`config.mk`:
```
export PLATFORM = sky130hd
export DESIGN_NAME = dtrie_front_flat
export DESIGN_NICKNAME = d
export VERILOG_FILES = /design/src/rtl/dtrie_pkg.sv /design/src/rtl/dtrie_ifs.sv /design/src/rtl/dtrie_front.sv /design/src/flat_wrapper.sv
export SDC_FILE = /design/constraint.sdc
export NUM_CORES = 1
export LEC_CHECK = 0
export BUFFER_PORTS_ARGS = -buffer_cell sky130_fd_sc_hd__buf_2
export CORE_UTILIZATION = 45
export CTS_CLUSTER_SIZE = 40
export DETAILED_ROUTE_END_ITERATION = 8
export PLACE_DENSITY = 0.71
export SYNTH_ARGS = -nofsm -noshare
export SYNTH_HDL_FRONTEND = slang
export SYNTH_SLANG_ARGS = --single-unit
```
`constraint.sdc`:
```
create_clock -name i_clk -period 11.78 [get_ports i_clk]
set_input_delay 0.589 -clock i_clk [delete_from_list [all_inputs] [get_ports i_clk]]
set_output_delay 0.589 -clock i_clk [all_outputs]
set_load 0.005 [all_outputs]
```
`src/rtl/dtrie_pkg.sv`:
```
// Package with the types, codes and constants of the decimal digit trie set.
`default_nettype none
package dtrie_pkg;
    localparam int OP_W       = 2;
    localparam int KEY_W      = 31;
    localparam int RADIX      = 10;
    localparam int DIGIT_W    = 4;
    localparam int KEY_DIGITS = 10;
    localparam int MAX_DIGITS = 10;
    localparam int CNT_W      = $clog2(KEY_DIGITS + 1);
    localparam int DIG_IDX_W  = $clog2(KEY_DIGITS);

    localparam int RECIP_W     = 32;
    localparam logic [RECIP_W-1:0] RECIP = 32'hCCCC_CCCD;
    localparam int RECIP_SHIFT = 35;
    localparam int PROD_W      = KEY_W + RECIP_W;
    localparam int QUO_W       = PROD_W - RECIP_SHIFT;

    localparam logic [OP_W-1:0] OP_ADD    = 2'd0;
    localparam logic [OP_W-1:0] OP_SEARCH = 2'd1;
    localparam logic [OP_W-1:0] OP_CLEAR  = 2'd2;

    localparam int CMDQ_DEPTH = 2;
    localparam int CMDQ_PTR_W = $clog2(CMDQ_DEPTH);
    localparam int CMDQ_CNT_W = $clog2(CMDQ_DEPTH + 1);

    typedef logic [DIGIT_W-1:0] t_digit;

    typedef struct packed {
        logic [OP_W-1:0]            op;
        logic [CNT_W-1:0]           cnt;
        logic                       too_long;
        t_digit [KEY_DIGITS-1:0]    digits;
    } t_cmd;

    typedef struct packed {
        logic empty;
        logic full;
    } t_qstat;
endpackage
`default_nettype wire

```
`src/rtl/dtrie_ifs.sv`:
```
// Handshake interfaces for the operation and result channels of the trie set.
`default_nettype none
interface dtrie_in_if import dtrie_pkg::*; ();
    logic             valid;
    logic             ready;
    logic [OP_W-1:0]  op;
    logic [KEY_W-1:0] key;
    modport source(output valid, output op, output key, input ready);
    modport sink(input valid, input op, input key, output ready);
endinterface

`default_nettype wire

```
`src/rtl/dtrie_front.sv`:
```
// Front end: accepts operation beats and splits the key into decimal digits.
`default_nettype none
module dtrie_front import dtrie_pkg::*; (
    input  wire logic   i_clk,
    input  wire logic   i_rst_n,
    input  wire logic   i_en,
    dtrie_in_if.sink    i_in,
    output logic        o_push,
    output t_cmd        o_cmd,
    input  wire t_qstat i_qstat
);
    localparam logic [1:0] F_IDLE = 2'd0;
    localparam logic [1:0] F_MUL  = 2'd1;
    localparam logic [1:0] F_DIV  = 2'd2;
    localparam logic [1:0] F_PUSH = 2'd3;

    logic [1:0]              r_state;
    logic [1:0]              n_state;
    logic [OP_W-1:0]         r_op;
    logic [KEY_W-1:0]        r_val;
    logic [PROD_W-1:0]       r_prod;
    logic [CNT_W-1:0]        r_cnt;
    t_digit [KEY_DIGITS-1:0] r_digits;
    logic [QUO_W-1:0]        w_quo;
    t_digit                  w_q10_lo;
    t_digit                  w_rem;
    logic                    w_accept;

    assign i_in.ready = i_en && (r_state == F_IDLE);
    assign w_accept   = i_in.valid && i_in.ready;

    assign w_quo    = r_prod[PROD_W-1:RECIP_SHIFT];
    assign w_q10_lo = {w_quo[0], 3'b000} + {w_quo[2:0], 1'b0};
    assign w_rem    = r_val[DIGIT_W-1:0] - w_q10_lo;

    assign o_push          = (r_state == F_PUSH) && !i_qstat.full;
    assign o_cmd.op        = r_op;
    assign o_cmd.cnt       = r_cnt;
    assign o_cmd.too_long  = int'(r_cnt) > MAX_DIGITS;
    assign o_cmd.digits    = r_digits;

    always_comb begin
        n_state = r_state;
        unique case (r_state)
            F_IDLE: begin
                if (w_accept) begin
                    if (i_in.op == OP_ADD || i_in.op == OP_SEARCH) begin
                        n_state = F_MUL;
                    end else begin
                        n_state = F_PUSH;
                    end
                end
            end
            F_MUL: begin
                n_state = F_DIV;
            end
            F_DIV: begin
                n_state = (w_quo == '0) ? F_PUSH : F_MUL;
            end
            F_PUSH: begin
                if (o_push) begin
                    n_state = F_IDLE;
                end
            end
            default: begin
                n_state = F_IDLE;
            end
        endcase
    end

    always_ff @(posedge i_clk) begin
        if (!i_rst_n) begin
            r_state <= F_IDLE;
        end else begin
            r_state <= n_state;
        end
    end

    always_ff @(posedge i_clk) begin
        if (w_accept) begin
            r_op  <= i_in.op;
            r_val <= i_in.key;
            r_cnt <= '0;
        end else if (r_state == F_MUL) begin
            r_prod <= PROD_W'(r_val) * PROD_W'(RECIP);
        end else if (r_state == F_DIV) begin
            r_digits[r_cnt[DIG_IDX_W-1:0]] <= w_rem;
            r_cnt                          <= r_cnt + CNT_W'(1);
            r_val                          <= KEY_W'(w_quo);
        end
    end
endmodule
`default_nettype wire

```
`src/flat_wrapper.sv`:
```
// flat-port wrapper written by rule: the top's interface ports become plain ports
module dtrie_front_flat import dtrie_pkg::*;
  (i_clk, i_rst_n, i_en, o_push, o_cmd, i_qstat, i_in_valid, i_in_op, i_in_key, i_in_ready);
  dtrie_in_if i_in_i ();
  input  wire logic i_clk;
  input  wire logic i_rst_n;
  input  wire logic i_en;
  output logic o_push;
  output t_cmd o_cmd;
  input  wire t_qstat i_qstat;
  input wire logic [$bits(i_in_i.valid)-1:0] i_in_valid;
  input wire logic [$bits(i_in_i.op)-1:0] i_in_op;
  input wire logic [$bits(i_in_i.key)-1:0] i_in_key;
  output wire logic [$bits(i_in_i.ready)-1:0] i_in_ready;
  assign i_in_i.valid = i_in_valid;
  assign i_in_i.op = i_in_op;
  assign i_in_i.key = i_in_key;
  assign i_in_ready = i_in_i.ready;
  dtrie_front u_core (.i_clk(i_clk), .i_rst_n(i_rst_n), .i_en(i_en), .i_in(i_in_i), .o_push(o_push), .o_cmd(o_cmd), .i_qstat(i_qstat));
endmodule
```
==> impl_metrics.toml <==
[outcome]
outcome = "finished clean"

[drt]
wire_per_inst_um = 19.8
drt_iter0_markers = 558
drc_errors = 0
firstDrtPassIters = 5
ant_nets = 0
via_per_inst = 5.42
wl_mm = 40.4
vias = 11090

[timing]
drv_slew = 0
timing.final.hold_violations = 0
skew_ns = 0.0120
setup-tns-final_ns = 0
min_period_over_period_pct = 69.4
rsz0062_at_grt = "no"
setup_violations = 0
max_freq_mhz = 122
tightestPinTransition_ns = 1.15
post-route-min-period_ns = 8.18
maxSlewHeadroom_pct = 22.8

[clock_tree]
cts-root-buf = "clkbuf_16"
cts_resized = 0
tritoncts = "done"
ctsHoldBuffers = 0
clock_latency_ns = 0.39
numCtsBuffers = 9
clock_sinks = 107
cts.clk_slew.worst_paths_ns = 0.08
htree_levels = 3
clk_path_buf_depth = 2
cts_setup_buffers = 0

[setup_path]
required_ns = 11.92
crit_start = "u_core.r_val[4]"
reg2reg_depth = 22
crit_family = "adder cells"
crit_arrival_ns = 8.32
worstReg2RegStart = "u_core.r_val[4]"
crit_chain = "ha_1 > fa_1 > fa_1 > fa_1 > inv_1 > fa_1 > inv_1 > fa_1 > inv_1 > fa_1 > fa_1 > inv_1 > ha_1 > nand2_1 > o21ai_1 > o41ai_1 > o211ai_1 > a31oi_1 > a21oi_2 > a31oi_1 > o21ai_1 > xor2_1"
cp.depth = 22
crit_buf_inv = 4
crit_top_cell = "fa_1"
r2r_end = "u_core.r_prod[60]"
cp-endpoint = "u_core.r_prod[60]"
critPathLaunchType = "flop"
cp_slowest_cell = "fa_1"
worstSetupPathType = "flop to flop"
r2r_slack_ns = 3.60
cp_slowest_stage_delay_ns = 0.66
worst_setup_path_end_kind = "flop"
crit_path_max_fanout = 6

[place]
hpwl_mm = 35.3
portBuffers = 86
gp_congestion = 0.969

[final_layout]
mostFrequentLayoutCells = "inv_1 (353), ha_1 (307), fa_1 (232)"
num-nets-final = 2159
utilization_pct = 49.3
ff_latch_area_um2 = 3150
fill_cells = 3176
layout-drive-gt1-share_pct = 9.71
n_antenna_cell = 0
area_growth_pct = 8.03
final_common_cell = "inv_1"
multi_input_area_um2 = 11700

[global_route]
top_usage_layer = "met2"
grt_pass1_wl_mm = 63.1
grt_start_max_net_pins = 37
grtUsageMet1_pct = 30.0
antenna_found_initial = 0
overflow = 0
grt_util_met2_pct = 39.2
grt_pass1_vias = 11606
grtUsageTotal_pct = 23.2
gr-usage-met3_pct = 4.28

[logic_synthesis]
synth-edff-count = 101
synthCells = 1498
ys_warn_count = 0
syn_nets = 2076
synth_flop_cell = "edfxtp_1"
ys_seq_elements = 107
seq_area_frac_synth_pct = 19.5
netlist_area_um2 = 16200
async_reset_ff_share_pct = 0
avgSynthCellArea_um2 = 10.8
synth_cell_type_count = 65

[floorplan]
initial_core_util_pct = 45.7
die_h_um = 192
die-area_um2 = 36800
core_um2 = 35500
die_w_um = 192
boundaryPins = 88
rows = 69

[job]
drv_cap = 0

[worst_hold_path]
hold_class = "input pin to flop"
-- metrics by stage --
stage	hold slack [ns]	setup WS [ns]	instances	area (µm²)
floorplan	0.521	5.04	1498	16200
global placement	0.542	3.78	2031	17200
detailed placement	0.560	3.79	2031	17200
CTS	0.358	3.75	2047	17500
global route	0.371	3.46	2047	17500
finish	0.378	3.60	2047	17500
-- synthesized netlist by cell type (12+ instances only) --
library cell | n | area (µm²)
a21o_1 | 27 | 203
a21oi_1 | 64 | 320
and2_1 | 15 | 93.8
clkbuf_1 | 13 | 48.8
edfxtp_1 | 101 | 3030
fa_1 | 232 | 4640
ha_1 | 307 | 3840
inv_1 | 353 | 1330
mux2_2 | 28 | 315
nand2_1 | 48 | 180
nand3_1 | 12 | 60.1
nand4_1 | 27 | 169
nor2_1 | 30 | 113
o21ai_0 | 30 | 150
o21ai_1 | 12 | 60.1
xnor2_1 | 35 | 307
xor2_1 | 25 | 219
-- worst min path at each step --
| stage | from | endpoint | slack (ns) | depth (start not counted) |
|---|---|---|---|---|
| floorplan | u_core.r_cnt[1] | u_core.r_cnt[1] | 0.52 | 2 |
| detailed placement | u_core.r_cnt[1] | u_core.r_cnt[1] | 0.56 | 2 |
| finish | i_in_op[0] | u_core.r_op[0] | 0.38 | 1 |
| global route | i_in_op[0] | u_core.r_op[0] | 0.37 | 1 |
| global placement | u_core.r_cnt[1] | u_core.r_cnt[1] | 0.54 | 2 |
| CTS | i_in_op[0] | u_core.r_op[0] | 0.36 | 1 |
-- kinds of logic (layout without fill, tap and decap cells) --
family                   Yosys count  after routing  synth area share [%]
AO/OA/AOI/OAI                    198            198                  7.85
XOR/XNOR                          60             60                  3.24
adder cells (fa/ha/maj)          539            539                  52.4
buffers and inverters            369            457                  8.57
flip-flops                       107            107                  19.5
multiplexers                      28             28                  1.95
AND/OR/NAND/NOR                  197            197                  6.55
-- layout make-up --
type	instances	area share [%]
Clock buffer	9	1.29
Clock inverter	7	0.643
Inverter	353	7.57
Multi-Input combinational cell	1022	66.6
Sequential cell	107	18.0
Tap cell	461	3.30
Timing Repair Buffer	88	2.55
-- sequential cells by signal, indices dropped and copies added, names as in the netlist --
signal and count:
u_core.o_cmd 40, u_core.r_state 2, u_core.r_val 31, u_core.r_op 2
u_core.r_prod 28, u_core.r_cnt 4
-- worst reg2reg max path, cell delays in order, from the launching register on --
cell,delay [ns]
edfxtp_1,0.64
ha_1,0.39
fa_1,0.66
fa_1,0.49
fa_1,0.64
inv_1,0.21
fa_1,0.54
inv_1,0.06
fa_1,0.53
inv_1,0.05
fa_1,0.48
fa_1,0.50
inv_1,0.04
ha_1,0.35
nand2_1,0.09
o21ai_1,0.09
o41ai_1,0.57
o211ai_1,0.23
a31oi_1,0.54
a21oi_2,0.21
a31oi_1,0.35
o21ai_1,0.14
xor2_1,0.15
-- per-layer routing --
layer  vias up  wire length, µm  part of all wire [%]
met4         0             1130                   2.8
li1       5149                -                     -
met2       350            19600                    49
met3        57             2650                   6.6
met5         -                0                     0
met1      5534            17000                    42
Power is not shown: default switching activity piles up to over one toggle a cycle in this logic, so the estimate is an artifact.
