<file path="config.mk">
export PLATFORM = sky130hd
export DESIGN_NAME = dtrie_cmdq
export DESIGN_NICKNAME = d
export VERILOG_FILES = /design/src/rtl/dtrie_pkg.sv /design/src/rtl/dtrie_cmdq.sv
export SDC_FILE = /design/constraint.sdc
export NUM_CORES = 1
export LEC_CHECK = 0
export ABC_CLOCK_PERIOD_IN_PS = 2620
export BUFFER_PORTS_ARGS = -buffer_cell sky130_fd_sc_hd__buf_2
export CORE_ASPECT_RATIO = 1.1
export CORE_MARGIN = 5
export CORE_UTILIZATION = 48
export CTS_BUF_LIST = sky130_fd_sc_hd__clkbuf_4 sky130_fd_sc_hd__clkbuf_8
export DETAILED_ROUTE_END_ITERATION = 12
export GPL_TIMING_DRIVEN = 0
export PLACE_DENSITY = 0.77
export SLEW_MARGIN = 20
export SYNTH_ARGS = -nofsm -noshare
export SYNTH_HDL_FRONTEND = slang
export SYNTH_SLANG_ARGS = --single-unit
</file>
<file path="constraint.sdc">
create_clock -name i_clk -period 2.62 [get_ports i_clk]
set_input_delay 0.131 -clock i_clk [delete_from_list [all_inputs] [get_ports i_clk]]
set_output_delay 0.131 -clock i_clk [all_outputs]
set_load 0.01 [all_outputs]
</file>
<file path="src/rtl/dtrie_pkg.sv">
// Package with the types, codes and constants of the decimal digit trie set.
`default_nettype none
package dtrie_pkg;
    localparam int OP_W       = 2;
    localparam int KEY_W      = 31;
    localparam int RADIX      = 10;
    localparam int DIGIT_W    = 4;
    localparam int KEY_DIGITS = 10;
    localparam int MAX_DIGITS = 10;
    localparam int CNT_W      = $clog2(KEY_DIGITS + 1);
    localparam int DIG_IDX_W  = $clog2(KEY_DIGITS);

    localparam int RECIP_W     = 32;
    localparam logic [RECIP_W-1:0] RECIP = 32'hCCCC_CCCD;
    localparam int RECIP_SHIFT = 35;
    localparam int PROD_W      = KEY_W + RECIP_W;
    localparam int QUO_W       = PROD_W - RECIP_SHIFT;

    localparam logic [OP_W-1:0] OP_ADD    = 2'd0;
    localparam logic [OP_W-1:0] OP_SEARCH = 2'd1;
    localparam logic [OP_W-1:0] OP_CLEAR  = 2'd2;

    localparam int CMDQ_DEPTH = 2;
    localparam int CMDQ_PTR_W = $clog2(CMDQ_DEPTH);
    localparam int CMDQ_CNT_W = $clog2(CMDQ_DEPTH + 1);

    typedef logic [DIGIT_W-1:0] t_digit;

    typedef struct packed {
        logic [OP_W-1:0]            op;
        logic [CNT_W-1:0]           cnt;
        logic                       too_long;
        t_digit [KEY_DIGITS-1:0]    digits;
    } t_cmd;

    typedef struct packed {
        logic empty;
        logic full;
    } t_qstat;
endpackage
`default_nettype wire

</file>
<file path="src/rtl/dtrie_cmdq.sv">
// Short command queue between the digit splitter and the trie walker.
`default_nettype none
module dtrie_cmdq import dtrie_pkg::*; (
    input  wire logic i_clk,
    input  wire logic i_rst_n,
    input  wire logic i_push,
    input  wire t_cmd i_cmd,
    input  wire logic i_pop,
    output t_cmd      o_cmd,
    output t_qstat    o_qstat
);
    localparam logic [CMDQ_PTR_W-1:0] PTR_LAST = CMDQ_PTR_W'(CMDQ_DEPTH - 1);
    localparam logic [CMDQ_CNT_W-1:0] CNT_FULL = CMDQ_CNT_W'(CMDQ_DEPTH);

    t_cmd                  r_mem [CMDQ_DEPTH];
    logic [CMDQ_PTR_W-1:0] r_wr_ptr;
    logic [CMDQ_PTR_W-1:0] r_rd_ptr;
    logic [CMDQ_CNT_W-1:0] r_count;

    assign o_cmd         = r_mem[r_rd_ptr];
    assign o_qstat.empty = (r_count == '0);
    assign o_qstat.full  = (r_count == CNT_FULL);

    always_ff @(posedge i_clk) begin
        if (!i_rst_n) begin
            r_wr_ptr <= '0;
            r_rd_ptr <= '0;
            r_count  <= '0;
        end else begin
            if (i_push) begin
                r_wr_ptr <= (r_wr_ptr == PTR_LAST) ? '0 : r_wr_ptr + CMDQ_PTR_W'(1);
            end
            if (i_pop) begin
                r_rd_ptr <= (r_rd_ptr == PTR_LAST) ? '0 : r_rd_ptr + CMDQ_PTR_W'(1);
            end
            if (i_push && !i_pop) begin
                r_count <= r_count + CMDQ_CNT_W'(1);
            end else if (i_pop && !i_push) begin
                r_count <= r_count - CMDQ_CNT_W'(1);
            end
        end
    end

    always_ff @(posedge i_clk) begin
        if (i_push) begin
            r_mem[r_wr_ptr] <= i_cmd;
        end
    end
endmodule
`default_nettype wire

</file>
==> impl_metrics.tcl, run 1 <==
set metrics [dict create \
    synth_cells 168 \
    rsz0062_at_grt "false" \
    power.density_nw_per_um2 665.5 \
    dp_hpwl_mm 4.110 \
    drtIter0Drc 49 \
    vias 2018 \
    synth-async-reset-ratio_pct 0 \
    setup_viol 0 \
    hold_viol_final 0 \
    n_antenna_cell 0 \
    die_w_um 92.77 \
    hold_slack_ps 51.24 \
    path_buf_inv 3 \
    cp-end-kind "primary output" \
    core_area_um2 7391 \
    root_buffer "clkbuf_8" \
    drive_gt1_share_pct 51.51 \
    drv_slew 0 \
    switchingPower_uw 714.3 \
    initial_core_util_pct 48.94 \
    cp_max_fo 10 \
    clk_pin_slew_worst_paths_ps 90 \
    slowest_delay_ps 350 \
    stdcell_count 419 \
    finalCritPeriodShare_pct 64.73 \
    syn_avg_cell_area_um2 21.53 \
    synth_edf_count 94 \
    grt_use_total_pct 15.66 \
    ir_drop_mv 0.5844 \
    antenna_found_initial 0 \
    fin_crit_ps 1696 \
    wl_per_cell_um 16.33 \
    leakage_nw 1.906 \
    routabilityCongestion 0.7022 \
    cts_tree "built" \
    relSlewSlack_pct 57.18 \
    die_height_um 101.0 \
    fin_util_pct 67.29 \
    clkPwrFrac_pct 31.0 \
    grt_max_degree 48 \
    cts_inserted_buffers 9 \
    cts.sinks 99 \
    drt-vias-per-instance 4.816 \
    synth_area_leaders "edfxtp_1 78%, mux2_2 15%, dfxtp_1 2.8%" \
    path_cells "buf_4 > buf_6 > mux2_2 > buf_2" \
    grt_pass1_vias 2275 \
    syn_area_um2 3617 \
    crit_type "reg -> out" \
    pwr-share-comb_pct 13.2 \
    yosys_warnings 0 \
    die-area_um2 9374 \
    worstMarginPinSlew_ps 642.4 \
    synth-seq-cells 99 \
    route.detailed.drc 0 \
    status "finished clean" \
    yosys_most_used_dff "edfxtp_1" \
    areaGrowthSynthToFinish_pct 37.50 \
    clk_path_buf_depth 2 \
    critPathLaunchType "register" \
    antenna_left 0 \
    grt_overflow 0 \
    drv_cap 0 \
    io_pins 100 \
    cts_setup_buffers 0 \
    route.final.wire_length_mm 6.842 \
    synth_top_area_share_pct 78.04 \
    ys_top_cells_by_count "94 x edfxtp_1, 47 x mux2_2, 5 x dfxtp_1, 4 x and2_1, 3 x buf_6" \
    htreeDepth 3 \
    worst_ep_arrival_time_ps 1570 \
    path_delay_family "buffers and inverters" \
    first_pass_iters 3 \
    p_int_mw 2.596 \
    synth_most_common_cell "edfxtp_1" \
    n_fill_cell 503 \
    seqPwrFrac_pct 55.8 \
    synth_nets 220 \
    hp-class "in -> reg" \
    nets 379 \
    clock_skew_ps 9.623 \
    ys_seq_area_share_pct 80.80 \
    switching_share_pct 21.58 \
    dp.cells 356 \
    grt_pass1_wl_mm 11.05 \
    port-buffer-count 99 \
    synthDistinctLibCells 18 \
    cp.required_ps 2490 \
    insertion_delay_ps 350 \
    synth_largest_area_cell "edfxtp_1" \
    slowest_stage "mux2_2" \
    rows 33 \
    fmax_mhz 589.6 \
]
## what timing repair did
action                                 4_1_cts  5_1_grt
endpoints found under the hold margin       94        0
resized for setup                            0        0
hold buffers                                47        0
## registers in the layout, indices dropped and copies added, names as in the netlist, named ones only
signal / cells
r_mem: 94
r_rd_ptr: 1
r_wr_ptr: 1
r_count: 2
## logic make-up after synthesis
group | count (synthesis) | synth area share [%]
xor gates and xnor gates | 3 | 0.7265
AOI/OAI and AO/OA | 3 | 0.5535
adders and majority gates | 1 | 0.3458
buffers and inverters | 6 | 1.383
and+or+nand+nor | 9 | 1.556
DFF | 99 | 80.80
muxes | 47 | 14.63
## layout make-up
| class | count | area (µm²) | share of cell area (%) |
|---|---|---|---|
| Buffer | 5 | 46.29 | 0.9308 |
| Clock buffer | 9 | 123.9 | 2.491 |
| Clock inverter | 7 | 92.59 | 1.862 |
| Inverter | 1 | 3.754 | 0.07547 |
| Multi-Input combinational cell | 63 | 654.4 | 13.16 |
| Sequential cell | 99 | 2923 | 58.77 |
| Tap cell | 87 | 108.9 | 2.189 |
| Timing Repair Buffer | 148 | 1021 | 20.53 |
## final timing paths
kind         slack [ps]           end       start  depth (start not counted)
max                 920      o_cmd[5]    register                          4
max reg2reg        1240  r_mem[1][24]    r_wr_ptr                          1
min reg2reg         520    r_count[1]  r_count[1]                          2
min                  50    r_count[0]     i_rst_n                          2
## layer usage
layer  wire length [µm]  share of wire, %  up-vias  track usage (%)
met1               2562                37      988            17.10
met3                383               5.6        5            3.734
li1                   -                 -      970                -
met5                  0                 0        -                0
met4                 48              0.70        0            7.441
met2               3847                56       55            28.53
## placed cells by master, fill, tap and decap left out, drive strengths merged
cell type    instances
buf                106
edfxtp              94
mux2                47
dlygate4sd3         47
clkbuf               9
dfxtp                5
and2                 4
clkinv               3
xor2                 2
bufinv               2
clkinvlp             2
nor2b                2
inv                  1
nor2                 1
and2b                1
xnor2                1
o21a                 1
o21ai                1
or3                  1
a21boi               1
ha                   1
## power groups by stage
stage	combinational, mW	sequential, mW	clock (mW)
after floorplan	0.216	1.88	0
after global placement	0.361	1.88	0
after detailed placement	0.384	1.88	0
after CTS	0.442	1.85	1.07
after global routing	0.475	1.85	1.14
final	0.436	1.85	1.03
## stage by stage
step	power [mW]	setup slack (ps)	setup TNS [ps]	cell area, µm²
2_1_floorplan	2.093	638.0	0	3620
6_report	3.310	924.0	0	4974
5_1_grt	3.467	814.9	0	4974
4_1_cts	3.358	877.5	0	4974
3_5_place_dp	2.267	1210	0	4287
3_3_place_gp	2.241	-41.21	-1811	4224
Power figures use the tool's default switching activity.
==> run 2: changes to the inputs <==
--- a/config.mk
+++ b/config.mk
@@ -5,15 +5,15 @@
 export SDC_FILE = /design/constraint.sdc
 export NUM_CORES = 1
 export LEC_CHECK = 0
-export ABC_CLOCK_PERIOD_IN_PS = 2620
+export ABC_CLOCK_PERIOD_IN_PS = 1720
 export BUFFER_PORTS_ARGS = -buffer_cell sky130_fd_sc_hd__buf_2
 export CORE_ASPECT_RATIO = 1.1
 export CORE_MARGIN = 5
-export CORE_UTILIZATION = 48
+export CORE_UTILIZATION = 54
 export CTS_BUF_LIST = sky130_fd_sc_hd__clkbuf_4 sky130_fd_sc_hd__clkbuf_8
 export DETAILED_ROUTE_END_ITERATION = 12
 export GPL_TIMING_DRIVEN = 0
-export PLACE_DENSITY = 0.77
+export PLACE_DENSITY = 0.82
 export SLEW_MARGIN = 20
 export SYNTH_ARGS = -nofsm -noshare
 export SYNTH_HDL_FRONTEND = slang
==> constraint.sdc (replaced) <==
create_clock -name i_clk -period 1.72 [get_ports i_clk]
set_input_delay 0.086 -clock i_clk [delete_from_list [all_inputs] [get_ports i_clk]]
set_output_delay 0.086 -clock i_clk [all_outputs]
set_load 0.01 [all_outputs]
==> impl_metrics.tcl, run 2 (synthesis gave the netlist of run 1 again) <==
set metrics [dict create \
    status "finished clean" \
    dp_hpwl_mm 4.338 \
    htreeDepth 3 \
    fin_area_um2 4942 \
    worstReg2RegEnd "r_mem[0][14]" \
    io_pins 100 \
    root_buffer "clkbuf_8" \
    clk_path_buf_depth 2 \
    drtIter0Drc 49 \
    fin_crit_ps 1636 \
    cts.sinks 99 \
    rsz0062_at_grt "false" \
    r2r-start "r_wr_ptr" \
    clk_pin_slew_worst_paths_ps 90 \
    postLayoutSetupSlackWorst_ps 83.55 \
    route.final.wire_length_mm 7.111 \
    antenna_found_initial 0 \
    regMostFlops "r_mem" \
    cts_setup_buffers 0 \
    highest_layer "met4" \
    tns_ps 0 \
    finalCritPeriodShare_pct 95.14 \
    clkPwrFrac_pct 30.4 \
    drv_cap 0 \
    mostFrequentLayoutCells "100 x buf_2, 94 x edfxtp_1, 48 x dlygate4sd3_1, 47 x mux2_2, 9 x clkbuf_8" \
    grt_pass1_vias 2255 \
    routed-wl-met3_um 560 \
    die_w_um 88.04 \
    place_area_um2 4252 \
    cts_tree "built" \
    die_height_um 95.84 \
    fmax_mhz 611.1 \
    hold_start "i_pop" \
    n_antenna_cell 0 \
    wl_per_cell_um 17.18 \
    grt_overflow 0 \
    insertion_delay_ps 350 \
    hold_depth 3 \
    vias 2040 \
    power.density_nw_per_um2 1011 \
    hp-class "in -> reg" \
    die-area_um2 8437 \
    final_common_cell "buf_2" \
    worstMarginPinSlew_ps 777.3 \
    areaGrowthSynthToFinish_pct 36.63 \
    grt_use_total_pct 17.78 \
    route.detailed.drc 0 \
    drv_slew 0 \
    core_area_um2 6555 \
    largest_register_ff_count 94 \
    critPathLaunchType "register" \
    largest_registers "r_mem: 94 flops, r_count: 2 flops" \
    met2_length_mm 3.753 \
    drive_gt1_share_pct 51.51 \
    r2r_cells 2 \
    rows 31 \
    hold_end "r_rd_ptr" \
    grt_max_degree 48 \
    worst_ep_arrival_time_ps 1550 \
    leakage_nw 1.895 \
    p_int_mw 3.833 \
    pwr-share-comb_pct 13.3 \
    switching_share_pct 23.26 \
    routabilityCongestion 0.6679 \
    crit_type "reg -> out" \
    cp.required_ps 1630 \
    nets 379 \
    port-buffer-count 99 \
    drt-met1-wl_mm 2.740 \
    cp_max_fo 10 \
    drt-vias-per-instance 4.928 \
    setup_viol 0 \
    grt_pass1_wl_mm 11.00 \
    cts_inserted_buffers 9 \
    switchingPower_mw 1.162 \
    clock_skew_ps 9.381 \
    antenna_left 0 \
    seqPwrFrac_pct 56.3 \
    ir_drop_mv 0.6930 \
    hold_slack_ps 95.79 \
    initial_core_util_pct 55.18 \
    cp-end-kind "primary output" \
    relSlewSlack_pct 48.07 \
    reg2reg_slack_ps 190 \
    place_ws_ps -25.43 \
    first_pass_iters 4 \
    hold_viol_final 0 \
]
## run 2: cell types whose count changed in the layout (fill, tap and decap cells not counted)
cell | previous run | this run
inv_8 | 0 | 2
buf_16 | 2 | 1
bufinv_16 | 2 | 1
clkinv_1 | 1 | 0
clkinv_2 | 1 | 0
dlygate4sd3_1 | 47 | 48
inv_6 | 0 | 1
## run 2: metrics by stage
step / utilization [%] / total power [mW] / std cells
6_report: 75.40 / 4.995 / 414
5_1_grt: 75.40 / 5.211 / 414
4_1_cts: 75.40 / 5.019 / 414
3_5_place_dp: 64.86 / 3.446 / 350
3_3_place_gp: 64.44 / 3.411 / 349
2_1_floorplan: - / 3.187 / 168
## run 2: worst max path at each step
stage / start / slack, ps / depth (start not counted) / end
floorplan: r_wr_ptr / 260 / 1 / r_mem[0][0]
global placement: r_wr_ptr / -90 / 1 / r_mem[0][23]
detailed placement: r_wr_ptr / -30 / 1 / r_mem[1][17]
CTS: register / 50 / 4 / o_cmd[21]
global route: register / 10 / 4 / o_cmd[30]
finish: register / 80 / 4 / o_cmd[21]
## run 2: power by group through the flow
stage / sequential [mW] / clock (mW) / combinational (mW)
after CTS: 2.81 / 1.54 / 0.665
after floorplan: 2.86 / 0 / 0.330
after detailed placement: 2.87 / 0 / 0.576
after global routing: 2.82 / 1.67 / 0.717
after global placement: 2.86 / 0 / 0.550
final: 2.81 / 1.52 / 0.664
## run 2: metal layers
layer  track usage [%]  vias to the layer above
met5                 0                        -
met4             6.801                        0
met3             4.795                        6
met2             31.41                       70
met1             20.66                      991
li1                  -                      973
## run 2: timing repair
action	CTS	global route
gates resized for setup	1	0
hold buffers	48	0
setup endpoints to repair	47	0
hold endpoints to repair	97	0
## run 2: area by class of cell
cell class                      count  area, µm²
Buffer                              5      46.29
Clock buffer                        9      123.9
Clock inverter                      7      85.08
Fill cell                         394       1613
Inverter                            1      3.754
Multi-Input combinational cell     63      654.4
Sequential cell                    99       2923
Tap cell                           82      102.6
Timing Repair Buffer              148       1003
## run 2: worst max-delay path, stage by stage, from the launching register on
cell and delay [ps]:
dfxtp_1 340, buf_4 200, buf_6 180, mux2_2 350
buf_2 150
